## src/hw/rtl/meg_pkg.sv

```systemverilog
// package for the multitouch event generator
// types, event codes and sizes used by all files but the macro header; no dependencies
package meg_pkg;

  localparam int SLOT_COUNT = 4;
  localparam int IDX_W = (SLOT_COUNT > 1) ? $clog2(SLOT_COUNT) : 1;
  localparam int MEM_W = 48;

  // command kinds
  localparam logic [2:0] K_DOWN   = 3'd0;
  localparam logic [2:0] K_MOVE   = 3'd1;
  localparam logic [2:0] K_UP     = 3'd2;
  localparam logic [2:0] K_COMMIT = 3'd3;
  localparam logic [2:0] K_RESET  = 3'd4;

  // configuration register indexes
  localparam logic [2:0] R_SLOTTED = 3'd0;
  localparam logic [2:0] R_CID     = 3'd1;
  localparam logic [2:0] R_BTN     = 3'd2;
  localparam logic [2:0] R_MAJOR   = 3'd3;
  localparam logic [2:0] R_WIDTH   = 3'd4;
  localparam logic [2:0] R_PRESS   = 3'd5;
  localparam logic [2:0] R_COUNT   = 3'd6;

  // event types
  localparam logic [1:0] ET_SYN = 2'd0;
  localparam logic [1:0] ET_KEY = 2'd1;
  localparam logic [1:0] ET_ABS = 2'd2;

  // event codes
  localparam logic [3:0] EC_SLOT     = 4'd0;
  localparam logic [3:0] EC_TRK      = 4'd1;
  localparam logic [3:0] EC_MAJOR    = 4'd2;
  localparam logic [3:0] EC_WIDTH    = 4'd3;
  localparam logic [3:0] EC_PRESS    = 4'd4;
  localparam logic [3:0] EC_X        = 4'd5;
  localparam logic [3:0] EC_Y        = 4'd6;
  localparam logic [3:0] EC_BTN      = 4'd7;
  localparam logic [3:0] EC_REPORT   = 4'd8;
  localparam logic [3:0] EC_MTREPORT = 4'd9;

  localparam logic [31:0] VAL_MAJOR   = 32'h0000_0006;
  localparam logic [31:0] VAL_WIDTH   = 32'h0000_0004;
  localparam logic [31:0] VAL_RELEASE = 32'hFFFF_FFFF;
  localparam logic [30:0] TRK_TOP     = 31'h7FFF_FFFF;

  typedef struct packed {
    logic [1:0]  etype;
    logic [3:0]  ecode;
    logic [31:0] evalue;
  } ev_t;

endpackage

```

## src/hw/rtl/meg_out.sv

```systemverilog
// output stage: holds one event back so the final event of a command gets last
// depends on meg_pkg
module meg_out (
  input  logic        clk_i,
  input  logic        rst_ni,
  input  logic        gen_valid_i,
  input  meg_pkg::ev_t gen_ev_i,
  input  logic        flush_i,
  output logic        out_valid_o,
  output logic [1:0]  event_type_o,
  output logic [3:0]  event_code_o,
  output logic signed [31:0] event_value_o,
  output logic        last_o
);

  logic         pend_v_q, pend_v_d;
  meg_pkg::ev_t pend_q;
  logic         out_v_q, out_v_d, last_q, last_d;
  meg_pkg::ev_t out_q;

  // release the held event when a newer one arrives or at the end of a command
  always_comb begin
    pend_v_d = pend_v_q;
    out_v_d  = 1'b0;
    last_d   = 1'b0;
    if (gen_valid_i) begin
      out_v_d  = pend_v_q;
      pend_v_d = 1'b1;
    end else if (flush_i) begin
      out_v_d  = pend_v_q;
      last_d   = 1'b1;
      pend_v_d = 1'b0;
    end
  end

  always_ff @(posedge clk_i or negedge rst_ni) begin
    if (!rst_ni) begin
      pend_v_q <= 1'b0;
      out_v_q  <= 1'b0;
    end else begin
      pend_v_q <= pend_v_d;
      out_v_q  <= out_v_d;
    end
  end

  // payload
  always_ff @(posedge clk_i) begin
    if (gen_valid_i) begin
      pend_q <= gen_ev_i;
    end
    out_q  <= pend_q;
    last_q <= last_d;
  end

  assign out_valid_o   = out_v_q;
  assign event_type_o  = out_q.etype;
  assign event_code_o  = out_q.ecode;
  assign event_value_o = out_q.evalue;
  assign last_o        = last_q & out_v_q;

endmodule

```

## src/hw/rtl/multitouch_event_generator.sv

```systemverilog
// multitouch event generator top level: command sequencer and contact memory
// depends on meg_pkg and meg_out
//
// A command is taken when start_i is high and busy_o low. Events leave one per
// cycle at most on out_valid_o, registered in meg_out behind the sequencer, since
// a one-event hold stage keeps each event until the next one or the end of the
// command and so marks the final event with last_o; the receiver cannot stall.
// Anonymous down, move and up without a flush stay idle and emit nothing.
// Slotted move, down and up run an 8-step event template, after a sync report
// when a down first flushes the active contacts. Anonymous commit reads each
// non-idle contact from the coordinate memory, then runs an 8-step template
// for it; idle contacts are skipped.
module multitouch_event_generator (
  input  logic        clk_i,
  input  logic        rst_ni,
  input  logic        start_i,
  output logic        busy_o,
  input  logic [2:0]  kind_i,
  input  logic [3:0]  contact_i,
  input  logic [15:0] pos_x_i,
  input  logic [15:0] pos_y_i,
  input  logic [15:0] press_i,
  input  logic        cfg_we_i,
  input  logic [2:0]  cfg_idx_i,
  input  logic [2:0]  cfg_data_i,
  output logic        out_valid_o,
  output logic [1:0]  event_type_o,
  output logic [3:0]  event_code_o,
  output logic signed [31:0] event_value_o,
  output logic        last_o
);

  localparam int MAXC = meg_pkg::SLOT_COUNT;
  localparam int IW   = meg_pkg::IDX_W;

  localparam logic [2:0] S_IDLE = 3'd0;
  localparam logic [2:0] S_SYNC = 3'd1;
  localparam logic [2:0] S_SLOT = 3'd2;
  localparam logic [2:0] S_WRD  = 3'd3;
  localparam logic [2:0] S_WEV  = 3'd4;
  localparam logic [2:0] S_WEND = 3'd5;
  localparam logic [2:0] S_FIN  = 3'd6;

  // configuration
  logic       slotted_q, cid_q, btn_q, major_q, width_q, press_en_q;
  logic [2:0] count_q;

  always_ff @(posedge clk_i or negedge rst_ni) begin
    if (!rst_ni) begin
      slotted_q  <= 1'b1;
      cid_q      <= 1'b1;
      btn_q      <= 1'b1;
      major_q    <= 1'b0;
      width_q    <= 1'b0;
      press_en_q <= 1'b1;
      count_q    <= 3'd4;
    end else if (cfg_we_i) begin
      case (cfg_idx_i)
        meg_pkg::R_SLOTTED: slotted_q  <= cfg_data_i[0];
        meg_pkg::R_CID:     cid_q      <= cfg_data_i[0];
        meg_pkg::R_BTN:     btn_q      <= cfg_data_i[0];
        meg_pkg::R_MAJOR:   major_q    <= cfg_data_i[0];
        meg_pkg::R_WIDTH:   width_q    <= cfg_data_i[0];
        meg_pkg::R_PRESS:   press_en_q <= cfg_data_i[0];
        meg_pkg::R_COUNT:   count_q    <= cfg_data_i;
        default: ;
      endcase
    end
  end

  // control state
  logic [2:0]    state_q, state_d;
  logic [2:0]    kind_q, kind_d;
  logic [IW-1:0] cidx_q, cidx_d;
  logic [15:0]   x_q, y_q, p_q;
  logic [2:0]    step_q, step_d;
  logic [3:0]    walk_q, walk_d;
  logic          any_q, any_d;
  logic [1:0]    phase_q [MAXC];
  logic [1:0]    phase_d [MAXC];
  logic [30:0]   cnt_q, cnt_d;

  // contact coordinate memory {pressure, y, x}
  logic [meg_pkg::MEM_W-1:0] mem [MAXC];
  logic [meg_pkg::MEM_W-1:0] rd_q, wdata;
  logic [MAXC-1:0] mem_v_q;
  logic          we, re;
  logic [IW-1:0] waddr, raddr;

  logic [3:0]    n;
  logic          c_ok, c_act, any_act, accept;
  logic [IW-1:0] ci, wk;
  logic [1:0]    wph;
  logic          gen_v, flush;
  meg_pkg::ev_t  gen;

  assign n = ({1'b0, count_q} > 4'(MAXC)) ? 4'(MAXC) : {1'b0, count_q};
  assign ci = contact_i[IW-1:0];
  assign c_ok = contact_i < n;
  assign c_act = phase_q[ci] != 2'd0;
  assign accept = start_i && (state_q == S_IDLE);
  assign wk = walk_q[IW-1:0];
  assign wph = phase_q[wk];

  // any active contact below the count
  always_comb begin
    any_act = 1'b0;
    for (int k = 0; k < MAXC; k++) begin
      if ((4'(k) < n) && (phase_q[k] != 2'd0)) any_act = 1'b1;
    end
  end

  // sequencer
  always_comb begin
    state_d = state_q;
    kind_d  = kind_q;
    cidx_d  = cidx_q;
    step_d  = step_q;
    walk_d  = walk_q;
    any_d   = any_q;
    cnt_d   = cnt_q;
    phase_d = phase_q;
    we      = 1'b0;
    waddr   = ci;
    wdata   = {press_i, pos_y_i, pos_x_i};
    re      = 1'b0;
    raddr   = wk;
    gen_v   = 1'b0;
    gen     = '{etype: meg_pkg::ET_ABS, ecode: meg_pkg::EC_SLOT, evalue: 32'd0};
    flush   = 1'b0;
    case (state_q)
      S_IDLE: begin
        if (accept) begin
          kind_d = kind_i;
          cidx_d = ci;
          step_d = 3'd0;
          walk_d = 4'd0;
          any_d  = 1'b0;
          case (kind_i)
            meg_pkg::K_DOWN: begin
              if (c_ok) begin
                if (slotted_q) begin
                  if (c_act) begin
                    for (int k = 0; k < MAXC; k++)
                      if (4'(k) < n) phase_d[k] = 2'd0;
                    state_d = S_SYNC;
                  end else begin
                    state_d = S_SLOT;
                  end
                  phase_d[ci] = 2'd1;
                  cnt_d = (cnt_q < meg_pkg::TRK_TOP) ? cnt_q + 31'd1 : 31'd0;
                end else if (c_act) begin
                  for (int k = 0; k < MAXC; k++)
                    if ((4'(k) < n) && (phase_q[k] == 2'd1 || phase_q[k] == 2'd2))
                      phase_d[k] = 2'd3;
                  state_d = S_WRD;
                end else begin
                  phase_d[ci] = 2'd1;
                  we = 1'b1;
                end
              end
            end
            meg_pkg::K_MOVE: begin
              if (c_ok && c_act) begin
                if (slotted_q) begin
                  state_d = S_SLOT;
                end else begin
                  phase_d[ci] = 2'd2;
                  we = 1'b1;
                end
              end
            end
            meg_pkg::K_UP: begin
              if (c_ok && c_act) begin
                if (slotted_q) begin
                  phase_d[ci] = 2'd0;
                  state_d = S_SLOT;
                end else begin
                  phase_d[ci] = 2'd3;
                end
              end
            end
            meg_pkg::K_COMMIT: begin
              state_d = slotted_q ? S_SYNC : S_WRD;
            end
            meg_pkg::K_RESET: begin
              if (slotted_q) begin
                if (any_act) begin
                  for (int k = 0; k < MAXC; k++)
                    if (4'(k) < n) phase_d[k] = 2'd0;
                  state_d = S_SYNC;
                end
              end else begin
                for (int k = 0; k < MAXC; k++)
                  if ((4'(k) < n) && (phase_q[k] == 2'd1 || phase_q[k] == 2'd2))
                    phase_d[k] = 2'd3;
                state_d = S_WRD;
              end
            end
            default: ;
          endcase
        end
      end
      // sync report
      S_SYNC: begin
        gen_v = 1'b1;
        gen = '{etype: meg_pkg::ET_SYN, ecode: meg_pkg::EC_REPORT, evalue: 32'd0};
        state_d = (kind_q == meg_pkg::K_DOWN) ? S_SLOT : S_FIN;
      end
      // slotted down, move and up template
      S_SLOT: begin
        case (step_q)
          3'd0: begin
            gen_v = 1'b1;
            gen = '{etype: meg_pkg::ET_ABS, ecode: meg_pkg::EC_SLOT,
                    evalue: 32'(cidx_q)};
          end
          3'd1: begin
            gen_v = kind_q != meg_pkg::K_MOVE;
            gen = '{etype: meg_pkg::ET_ABS, ecode: meg_pkg::EC_TRK,
                    evalue: (kind_q == meg_pkg::K_UP) ? meg_pkg::VAL_RELEASE
                                                      : {1'b0, cnt_q}};
          end
          3'd2: begin
            gen_v = btn_q && ((kind_q == meg_pkg::K_DOWN) ||
                              (kind_q == meg_pkg::K_UP && !any_act));
            gen = '{etype: meg_pkg::ET_KEY, ecode: meg_pkg::EC_BTN,
                    evalue: (kind_q == meg_pkg::K_DOWN) ? 32'd1 : 32'd0};
          end
          3'd3: begin
            gen_v = major_q && kind_q != meg_pkg::K_UP;
            gen = '{etype: meg_pkg::ET_ABS, ecode: meg_pkg::EC_MAJOR,
                    evalue: meg_pkg::VAL_MAJOR};
          end
          3'd4: begin
            gen_v = width_q && kind_q != meg_pkg::K_UP;
            gen = '{etype: meg_pkg::ET_ABS, ecode: meg_pkg::EC_WIDTH,
                    evalue: meg_pkg::VAL_WIDTH};
          end
          3'd5: begin
            gen_v = press_en_q && kind_q != meg_pkg::K_UP;
            gen = '{etype: meg_pkg::ET_ABS, ecode: meg_pkg::EC_PRESS,
                    evalue: {16'd0, p_q}};
          end
          3'd6: begin
            gen_v = kind_q != meg_pkg::K_UP;
            gen = '{etype: meg_pkg::ET_ABS, ecode: meg_pkg::EC_X, evalue: {16'd0, x_q}};
          end
          default: begin
            gen_v = kind_q != meg_pkg::K_UP;
            gen = '{etype: meg_pkg::ET_ABS, ecode: meg_pkg::EC_Y, evalue: {16'd0, y_q}};
          end
        endcase
        step_d = step_q + 3'd1;
        if (step_q == 3'd7) state_d = S_FIN;
      end
      // anonymous walk: pick the next non-idle contact and read its entry
      S_WRD: begin
        if (walk_q >= n) begin
          state_d = S_WEND;
        end else if (wph == 2'd0) begin
          walk_d = walk_q + 4'd1;
        end else begin
          any_d   = 1'b1;
          re      = 1'b1;
          step_d  = 3'd0;
          state_d = S_WEV;
        end
      end
      // anonymous per-contact template, entry data in rd_q
      S_WEV: begin
        case (step_q)
          3'd0: begin
            gen_v = cid_q;
            gen = '{etype: meg_pkg::ET_ABS, ecode: meg_pkg::EC_TRK, evalue: 32'(wk)};
          end
          3'd1: begin
            gen_v = btn_q && (wph == 2'd3 || wph == 2'd1);
            gen = '{etype: meg_pkg::ET_KEY, ecode: meg_pkg::EC_BTN,
                    evalue: (wph == 2'd1) ? 32'd1 : 32'd0};
          end
          3'd2: begin
            gen_v = major_q && wph != 2'd3;
            gen = '{etype: meg_pkg::ET_ABS, ecode: meg_pkg::EC_MAJOR,
                    evalue: meg_pkg::VAL_MAJOR};
          end
          3'd3: begin
            gen_v = width_q && wph != 2'd3;
            gen = '{etype: meg_pkg::ET_ABS, ecode: meg_pkg::EC_WIDTH,
                    evalue: meg_pkg::VAL_WIDTH};
          end
          3'd4: begin
            gen_v = press_en_q && wph != 2'd3;
            gen = '{etype: meg_pkg::ET_ABS, ecode: meg_pkg::EC_PRESS,
                    evalue: {16'd0, rd_q[47:32]}};
          end
          3'd5: begin
            gen_v = wph != 2'd3;
            gen = '{etype: meg_pkg::ET_ABS, ecode: meg_pkg::EC_X,
                    evalue: {16'd0, rd_q[15:0]}};
          end
          3'd6: begin
            gen_v = wph != 2'd3;
            gen = '{etype: meg_pkg::ET_ABS, ecode: meg_pkg::EC_Y,
                    evalue: {16'd0, rd_q[31:16]}};
          end
          default: begin
            gen_v = 1'b1;
            gen = '{etype: meg_pkg::ET_SYN, ecode: meg_pkg::EC_MTREPORT, evalue: 32'd0};
            phase_d[wk] = (wph == 2'd3) ? 2'd0 : 2'd2;
            walk_d = walk_q + 4'd1;
            state_d = S_WRD;
          end
        endcase
        step_d = step_q + 3'd1;
      end
      // closing report if any contact was walked, and the deferred anonymous down
      S_WEND: begin
        gen_v = any_q;
        gen = '{etype: meg_pkg::ET_SYN, ecode: meg_pkg::EC_REPORT, evalue: 32'd0};
        if (kind_q == meg_pkg::K_DOWN) begin
          phase_d[cidx_q] = 2'd1;
          we    = 1'b1;
          waddr = cidx_q;
          wdata = {p_q, y_q, x_q};
        end
        state_d = S_FIN;
      end
      S_FIN: begin
        flush   = 1'b1;
        state_d = S_IDLE;
      end
      default: state_d = S_IDLE;
    endcase
  end

  always_ff @(posedge clk_i or negedge rst_ni) begin
    if (!rst_ni) begin
      state_q <= S_IDLE;
      kind_q  <= meg_pkg::K_COMMIT;
      cidx_q  <= '0;
      step_q  <= 3'd0;
      walk_q  <= 4'd0;
      any_q   <= 1'b0;
      cnt_q   <= 31'd0;
      for (int k = 0; k < MAXC; k++) phase_q[k] <= 2'd0;
    end else begin
      state_q <= state_d;
      kind_q  <= kind_d;
      cidx_q  <= cidx_d;
      step_q  <= step_d;
      walk_q  <= walk_d;
      any_q   <= any_d;
      cnt_q   <= cnt_d;
      phase_q <= phase_d;
    end
  end

  // command payload
  always_ff @(posedge clk_i) begin
    if (accept) begin
      x_q <= pos_x_i;
      y_q <= pos_y_i;
      p_q <= press_i;
    end
  end

  // entries never written since reset read as zero
  always_ff @(posedge clk_i or negedge rst_ni) begin
    if (!rst_ni) begin
      mem_v_q <= '0;
    end else if (we) begin
      mem_v_q[waddr] <= 1'b1;
    end
  end

  // memory: writes and reads never overlap, the walk ends before the deferred store
  always_ff @(posedge clk_i) begin
    if (we) mem[waddr] <= wdata;
    if (re) rd_q <= mem_v_q[raddr] ? mem[raddr] : '0;
  end

  assign busy_o = state_q != S_IDLE;

  meg_out u_out (
    .clk_i         (clk_i),
    .rst_ni        (rst_ni),
    .gen_valid_i   (gen_v),
    .gen_ev_i      (gen),
    .flush_i       (flush),
    .out_valid_o   (out_valid_o),
    .event_type_o  (event_type_o),
    .event_code_o  (event_code_o),
    .event_value_o (event_value_o),
    .last_o        (last_o)
  );

endmodule

```

## config.mk

```make
export PLATFORM = sky130hd
export DESIGN_NAME = multitouch_event_generator
export DESIGN_NICKNAME = d
export VERILOG_FILES = /design/src/hw/rtl/meg_pkg.sv /design/src/hw/rtl/meg_out.sv /design/src/hw/rtl/multitouch_event_generator.sv
export SDC_FILE = /design/constraint.sdc
export NUM_CORES = 1
export LEC_CHECK = 0
export BUFFER_PORTS_ARGS = -buffer_cell sky130_fd_sc_hd__buf_4
export CORE_AREA = 2 2 207 209
export CTS_BUF_LIST = sky130_fd_sc_hd__clkbuf_4 sky130_fd_sc_hd__clkbuf_8
export CTS_CLUSTER_DIAMETER = 80
export CTS_CLUSTER_SIZE = 12
export DETAILED_ROUTE_END_ITERATION = 8
export DIE_AREA = 0 0 209 211
export PLACE_DENSITY = 0.74
export SLEW_MARGIN = 5
export SYNTH_ARGS = -nofsm -noshare
export SYNTH_HDL_FRONTEND = slang
export SYNTH_SLANG_ARGS = --single-unit
```

## constraint.sdc

```tcl
create_clock -name clk_i -period 15.95 [get_ports clk_i]
set_input_delay 0.7975 -clock clk_i [delete_from_list [all_inputs] [get_ports clk_i]]
set_output_delay 0.7975 -clock clk_i [all_outputs]
set_load 0.01 [all_outputs]
```

Word level (Yosys, flattened, before mapping)

Memory sizes are Yosys's and may differ from the RTL's. A register that Yosys moved wholly into a read port is not among the register bits.
Index checks and enable logic that the tools add are counted.

Flip-flop bits (word level): 195
Word-level logic and storage cells: 308
Memories: 1
Memory bits (writable): 192

Equal/unequal tests: 55
Order comparisons: 17
Add/sub/neg operators: 3
Multiplexer cells: 115
Reduce and logical (&&, ||, !) cells: 67
Bitwise logic cells: 19

Memories:

| memory | depth | width | rd ports | clocked after memory_dff | write ports | RTL line                         | source |
|---|---|---|---|---|---|---|---|
| mem    | 4     | 48    | 1        | 1                        | 1           | multitouch_event_generator.sv:84 | `logic [meg_pkg::MEM_W-1:0] mem [MAXC];` |

Operators with widths:

| kind                                           | count |
|---|---|
| case mux 38 bit (7 select lines)               | 2 |
| 2-to-1 mux 8 bit                               | 18 |
| case mux 38 bit (3 select lines)               | 1 |
| 2-to-1 mux 48 bit                              | 2 |
| 2-to-1 mux 3 bit                               | 17 |
| 2-to-1 mux 2 bit                               | 20 |
| == test 3 bit (second input constant)          | 11 |
| 2-to-1 mux 32 bit                              | 1 |
| case mux 8 bit (4 select lines)                | 1 |
| adder 31 x 1 -> 31 bit (second input constant) | 1 |
| < comparator 31 bit (second input constant)    | 1 |
| 2-to-1 mux 31 bit                              | 1 |
| 2-to-1 mux 1 bit                               | 29 |
| == test 3 x 2 -> 1 bit (second input constant) | 9 |
| case mux 8 bit (3 select lines)                | 1 |
| logical AND 1 bit                              | 23 |
| bitwise OR 4 bit                               | 5 |
| AND reduction 10 bit                           | 2 |
| inequality test 3 bit (second input constant)  | 6 |
| case mux 3 bit (6 select lines)                | 1 |
| bitwise AND 4 bit                              | 4 |
| 2-to-1 mux 4 bit                               | 4 |
| inequality test 2 bit (second input constant)  | 8 |
| AND reduction 2 bit                            | 8 |
| 46 further kinds                               | 100 |

Depth between registers and ports, before layout

Depth in word-level cells: 17
Gate-level depth with buffers: 11
Gate-level depth less buffers: 9

By module

From an unflattened synthesis, not the netlist that was laid out.

Cells, all modules: 1443
Area, all modules: 18889.4 um^2

Modules (own cells, without submodules):

| module                     | area an instance (um^2) | instances | cells each | sequential area each (um^2) |
|---|---|---|---|---|
| multitouch_event_generator | 16888.7                 | 1         | 1359       | 10358.7 |
| meg_out                    | 2000.7                  | 1         | 84         | 1971.9 |

Worst setup path before layout

No wires, ideal clock.

Kind: register to register
Start point: register step_q[2]
End point: register u_out.pend_q[0] (netlist name) (enable)
Stages on the path, launching flop included: 9
Path buffers: 2
Library setup time: 0.490 ns
Slack: 10.622 ns
Arrival: 4.838 ns
Path through: dfrtp_1 -> clkbuf_1 -> clkinv_1 -> ha_1 -> clkbuf_1 -> or4_1 -> o311ai_0 -> a211oi_1 -> o21ai_0

Cells in the longest elaborated chain, start to end: 4
Elaborated cells on any way between the ends: 11
Classes of those cells: eq/ne: 6; mux: 3; reduce/logical: 2

RTL lines:

| item                                | RTL line                                                             | source |
|---|---|---|
| from (decl)                         | multitouch_event_generator.sv:76                                     | `logic [2:0] step_q, step_d;` |
| from (signal assigned)              | multitouch_event_generator.sv:351                                    | `step_q <= step_d;` |
| == test 3 bit                       | multitouch_event_generator.sv:212, multitouch_event_generator.sv:272 |  |
| OR reduction 2 bit (no source line) | -                                                                    |  |
| case mux 1 bit (6 select lines)     | multitouch_event_generator.sv:272                                    | `case (step_q)` |
| case mux 1 bit (4 select lines) *   | multitouch_event_generator.sv:131                                    | `case (state_q)` |
| net gen_v                           | multitouch_event_generator.sv:94                                     | `logic gen_v, flush;` |
| to (signal assigned)                | meg_out.sv:49                                                        | `pend_q <= gen_ev_i;` |
| to (decl)                           | meg_out.sv:17                                                        | `meg_pkg::ev_t pend_q;` |

Mark *: on every way through the listed nets, which the timed path passes. The rest lies on a longest branch.
A chain may end at the register's enable or synchronous reset.

Worst setup path in the final report

Start point: register walk_q[0]
End point: register rd_q[46] (netlist name) (read register of mem) (enable)

Cells in the longest elaborated chain, start to end: 8
Elaborated cells on any way between the ends: 12
Classes of those cells: order compare: 1; mux: 8; bitwise: 1; reduce/logical: 2

RTL lines:

| item                                                 | RTL line                          | source |
|---|---|---|
| from (decl)                                          | multitouch_event_generator.sv:77  | `logic [3:0] walk_q, walk_d;` |
| from (signal assigned)                               | multitouch_event_generator.sv:352 | `walk_q <= walk_d;` |
| NOT 2 -> 3 bit (implied by the code)                 | multitouch_event_generator.sv:103 | `assign wph = phase_q[wk];` |
| binary-select mux 2 bit (select 2 bit)               | multitouch_event_generator.sv:103 |  |
| 2-to-1 mux 2 bit (implied by the code) (2 in series) | multitouch_event_generator.sv:103 |  |
| logical NOT 2 bit                                    | multitouch_event_generator.sv:261 | `end else if (wph == 2'd0) begin` |
| 2-to-1 mux 1 bit                                     | multitouch_event_generator.sv:261 |  |
| 2-to-1 mux 1 bit *                                   | multitouch_event_generator.sv:259 | `if (walk_q >= n) begin` |
| 2-to-1 mux 1 bit *                                   | multitouch_event_generator.sv:131 |  |
| net re                                               | multitouch_event_generator.sv:87  | `logic we, re;` |
| to (decl)                                            | multitouch_event_generator.sv:85  | `logic [meg_pkg::MEM_W-1:0] rd_q, wdata;` |

Mark *: on every way through the listed nets, which the timed path passes. The rest lies on a longest branch. The select of a mux whose other input is x is not followed.

==> impl_metrics.csv <==
group,metric,value,unit
grt,grt_util_met3,0.0416,
setup_path,cpPeakStageDelay,1.15,ns
drt,ant_nets,0,
drt,drt-pass1-iter-count,5,
power_and_ir_drop,power.leakage,7.33,nW
setup_path,crit_chain,"inv_1 -> ha_1 -> nand2b_1 -> a21o_1 -> a211oi_1 -> nand2_1 -> nor2_4 -> buf_4",
timing,slew_violations,0,
grt,top_usage_layer,"met2",
setup_path,end_kind,"flip-flop",
cts,clkLatencyLatePin,0.60,ns
timing,finalHoldViolCount,0,
timing,relSlewSlack,0.284,
timing,period_share,0.248,
logic_synthesis,synth_edf_count,326,
cts,cts.sinks,435,
logic_synthesis,yosysWarnings,0,
grt,overflow,0,
setup_path,arrival,4.17,ns
timing,fmax,0.253,GHz
setup_path,cp_max_fo,54,
logic_synthesis,synth_fp_nets,1403,
place,post-place-ws,11.97,ns
grt,grt_pass1_vias,11350,
floorplan,fp.dieArea,44100,µm²
place,dp_cells,1910,
logic_synthesis,syn_inst,1318,
timing,tightest_slew,1.07,ns
floorplan,pin_count,106,
power_and_ir_drop,power,3.34,mW
floorplan,core.rowCount,75,
run,drv_cap,0,
power_and_ir_drop,powerDensity,159,nW/µm²
grt,met1_usage,0.287,
floorplan,die_x,209,µm
timing,period_needed,3.95,ns
drt,drt-total-wl,43400,µm
drt,drc,0,
grt,use_met2,0.303,
grt,antenna_found_initial,0,
cts,clock_path_buffers,3,
place,placed_area,20100,µm²
logic_synthesis,synth_top_area_frac,0.523,
cells_and_area,instances_no_fill,1988,
cells_and_area,area_delta_synth_final,12.1,%
logic_synthesis,synth_cell_types,87,
floorplan,coreArea,41800,µm²
logic_synthesis,mappedNetlistArea,18700,µm²
logic_synthesis,synth-seq-area-share,0.659,
cells_and_area,drive_gt1_frac,0.243,
place,routabilityCongestion,0.898,
logic_synthesis,synthTopCellsByArea,"edfxtp_1, dfrtp_1, mux4_2, dfxtp_1, mux2_2",
logic_synthesis,synth_commonest_cells,"edfxtp_1, nand2_1, nor2_1, dfrtp_1",
logic_synthesis,synth-seq-cells,435,
drt,routedWlPerCell,21.9,µm
logic_synthesis,async_flop_share,0.161,
cells_and_area,finish.instance_area,21000,µm²
logic_synthesis,synth_flop_cell,"edfxtp_1",
drt,viasPerCell,5.80,
grt,grt_pass1_wl,67000,µm
cts,cts_tree,"built",
timing,finalSetupViolCount,0,
cts,postCtsSetupBuffers,0,
setup_path,crit_required,16.18,ns
place,io_buffers,105,
cts,cts_max_level,2,
power_and_ir_drop,ir_worst_vdd,0.0826,mV
cells_and_area,diodes,0,
cells_and_area,final_core_util,0.502,
drt,via_count,11538,
min_path,hold_path_class,"input pin to async pin",
cts,cts_made_buffers,42,
grt,grt_max_degree,71,
drt,drtIter0Drc,1200,
floorplan,start_util,0.448,
setup_path,slowest_stage,"dfrtp_4",
logic_synthesis,synth_most_common_cell,"edfxtp_1",
timing,hold_ws,0.337,ns
setup_path,path_class,"flip-flop to flip-flop",
run_status,status,"completed",
place,place_hpwl,28200,µm
logic_synthesis,yosys.area.top_type,"edfxtp_1",
logic_synthesis,avgSynthCellArea,14.2,µm²
floorplan,die_y,211,µm
cts,cts.clk_slew.worst_paths,0.10,ns
cells_and_area,layout.nets,1500,
cts,cts-root-buf,"clkbuf_8",
timing,tns,0,ns
grt,grt.total_usage,0.198,
cts,cts_resized,0,
cts,cts_hold_buf,0,
setup_path,cp-start-kind,"flip-flop",
timing,layout_setup_ws,12.00,ns
timing,grt_setup_unrepaired,"no",
timing,skew,0.0241,ns
## cells by family (layout without fill, tap and decap cells)
family	after synthesis	in the layout	share of synthesized area
xor gates and xnor gates	26	26	0.0122
AOI/OAI and AO/OA	247	247	0.0898
and+or+nand+nor	375	375	0.105
adders and majority gates	20	20	0.0134
muxes	115	115	0.0991
DFF	435	435	0.659
buffers and inverters	100	231	0.0213
## layer usage
metal / part of all wire / vias to the layer above / wire length, µm
met4: 0.026 / 0 / 1140
met5: 0 / - / 0
met2: 0.46 / 510 / 19900
met3: 0.087 / 74 / 3760
li1: - / 5235 / -
met1: 0.43 / 5719 / 18600
## sequential cells by signal, summed over array words and instances, names as in the netlist, 4 cells and up
| register | count |
|---|---|
| cnt_q | 31 |
| mem | 192 |
| mem_v_q | 4 |
| p_q | 16 |
| phase_q | 8 |
| rd_q | 48 |
| u_out.event_code_o | 4 |
| u_out.event_value_o | 32 |
| u_out.pend_q | 38 |
| walk_q | 4 |
| x_q | 16 |
| y_q | 16 |
## worst paths after layout
kind | start | endpoint | slack (ns) | cells after the start
worst max-delay path | walk_q[0]$_DFFE_PN0P_ | rd_q[46]$_SDFFCE_PN0P_ | 12.00 | 8
worst min-delay path | rst_ni | phase_q[3]$_DFFE_PN0P_ | 0.34 | 1
worst max register to register | walk_q[0]$_DFFE_PN0P_ | rd_q[46]$_SDFFCE_PN0P_ | 12.00 | 8
worst min register to register | u_out.pend_q[0]$_DFFE_PP_ | u_out.event_value_o[0]$_DFF_P_ | 0.34 | 0
max in group asynchronous | rst_ni | walk_q[0]$_DFFE_PN0P_ | 14.91 | 1
min in group clk_i | u_out.pend_q[0]$_DFFE_PP_ | u_out.event_value_o[0]$_DFF_P_ | 0.34 | 0
## placed cells by master, fill, tap and decap left out, drive strengths merged, types with 5 or more instances in the layout
cell type	n
edfxtp	326
buf	124
nand2	95
nor2	81
clkbuf	75
o21ai	65
dfrtp	63
mux2	61
nor2b	60
mux4	50
a21oi	49
dfxtp	39
inv	30
a22oi	29
nor3	26
nand3	23
xnor2	21
ha	20
a221o	14
or2	14
o22ai	12
nand4	11
nand2b	10
and2	9
a211oi	9
a31oi	7
dfstp	7
and3	6
a21o	6
a221oi	6
nor4b	6
and4	6
nor4	6
or4	6
nor3b	5
xor2	5
o211ai	5
## area by class of cell
class | count | area, µm²
sequential | 435 | 12300
clock buffer | 75 | 838
tap | 539 | 674
fill | 3450 | 20800
timing repair buffer | 124 | 931
multi-input combinational | 783 | 6040
inverter | 29 | 109
clock inverter | 3 | 35.0
## worst max-delay path: cells and delay by family (launching register included)
| kind | cells | cell delay, ns |
|---|---|---|
| adders and majority gates | 1 | 0.38 |
| AOI/OAI and AO/OA | 2 | 0.53 |
| buffers and inverters | 2 | 0.94 |
| DFF | 1 | 1.15 |
| and+or+nand+nor | 3 | 0.52 |
## power breakdown
| group | internal (mW) | switching (mW) | leakage, nW |
|---|---|---|---|
| clock network | 0.333 | 0.371 | 0.472 |
| logic | 0.420 | 0.599 | 2.68 |
| registers | 1.47 | 0.146 | 4.18 |
| total | 2.22 | 1.12 | 7.33 |
Note: power is estimated with default switching activity, not from simulation.
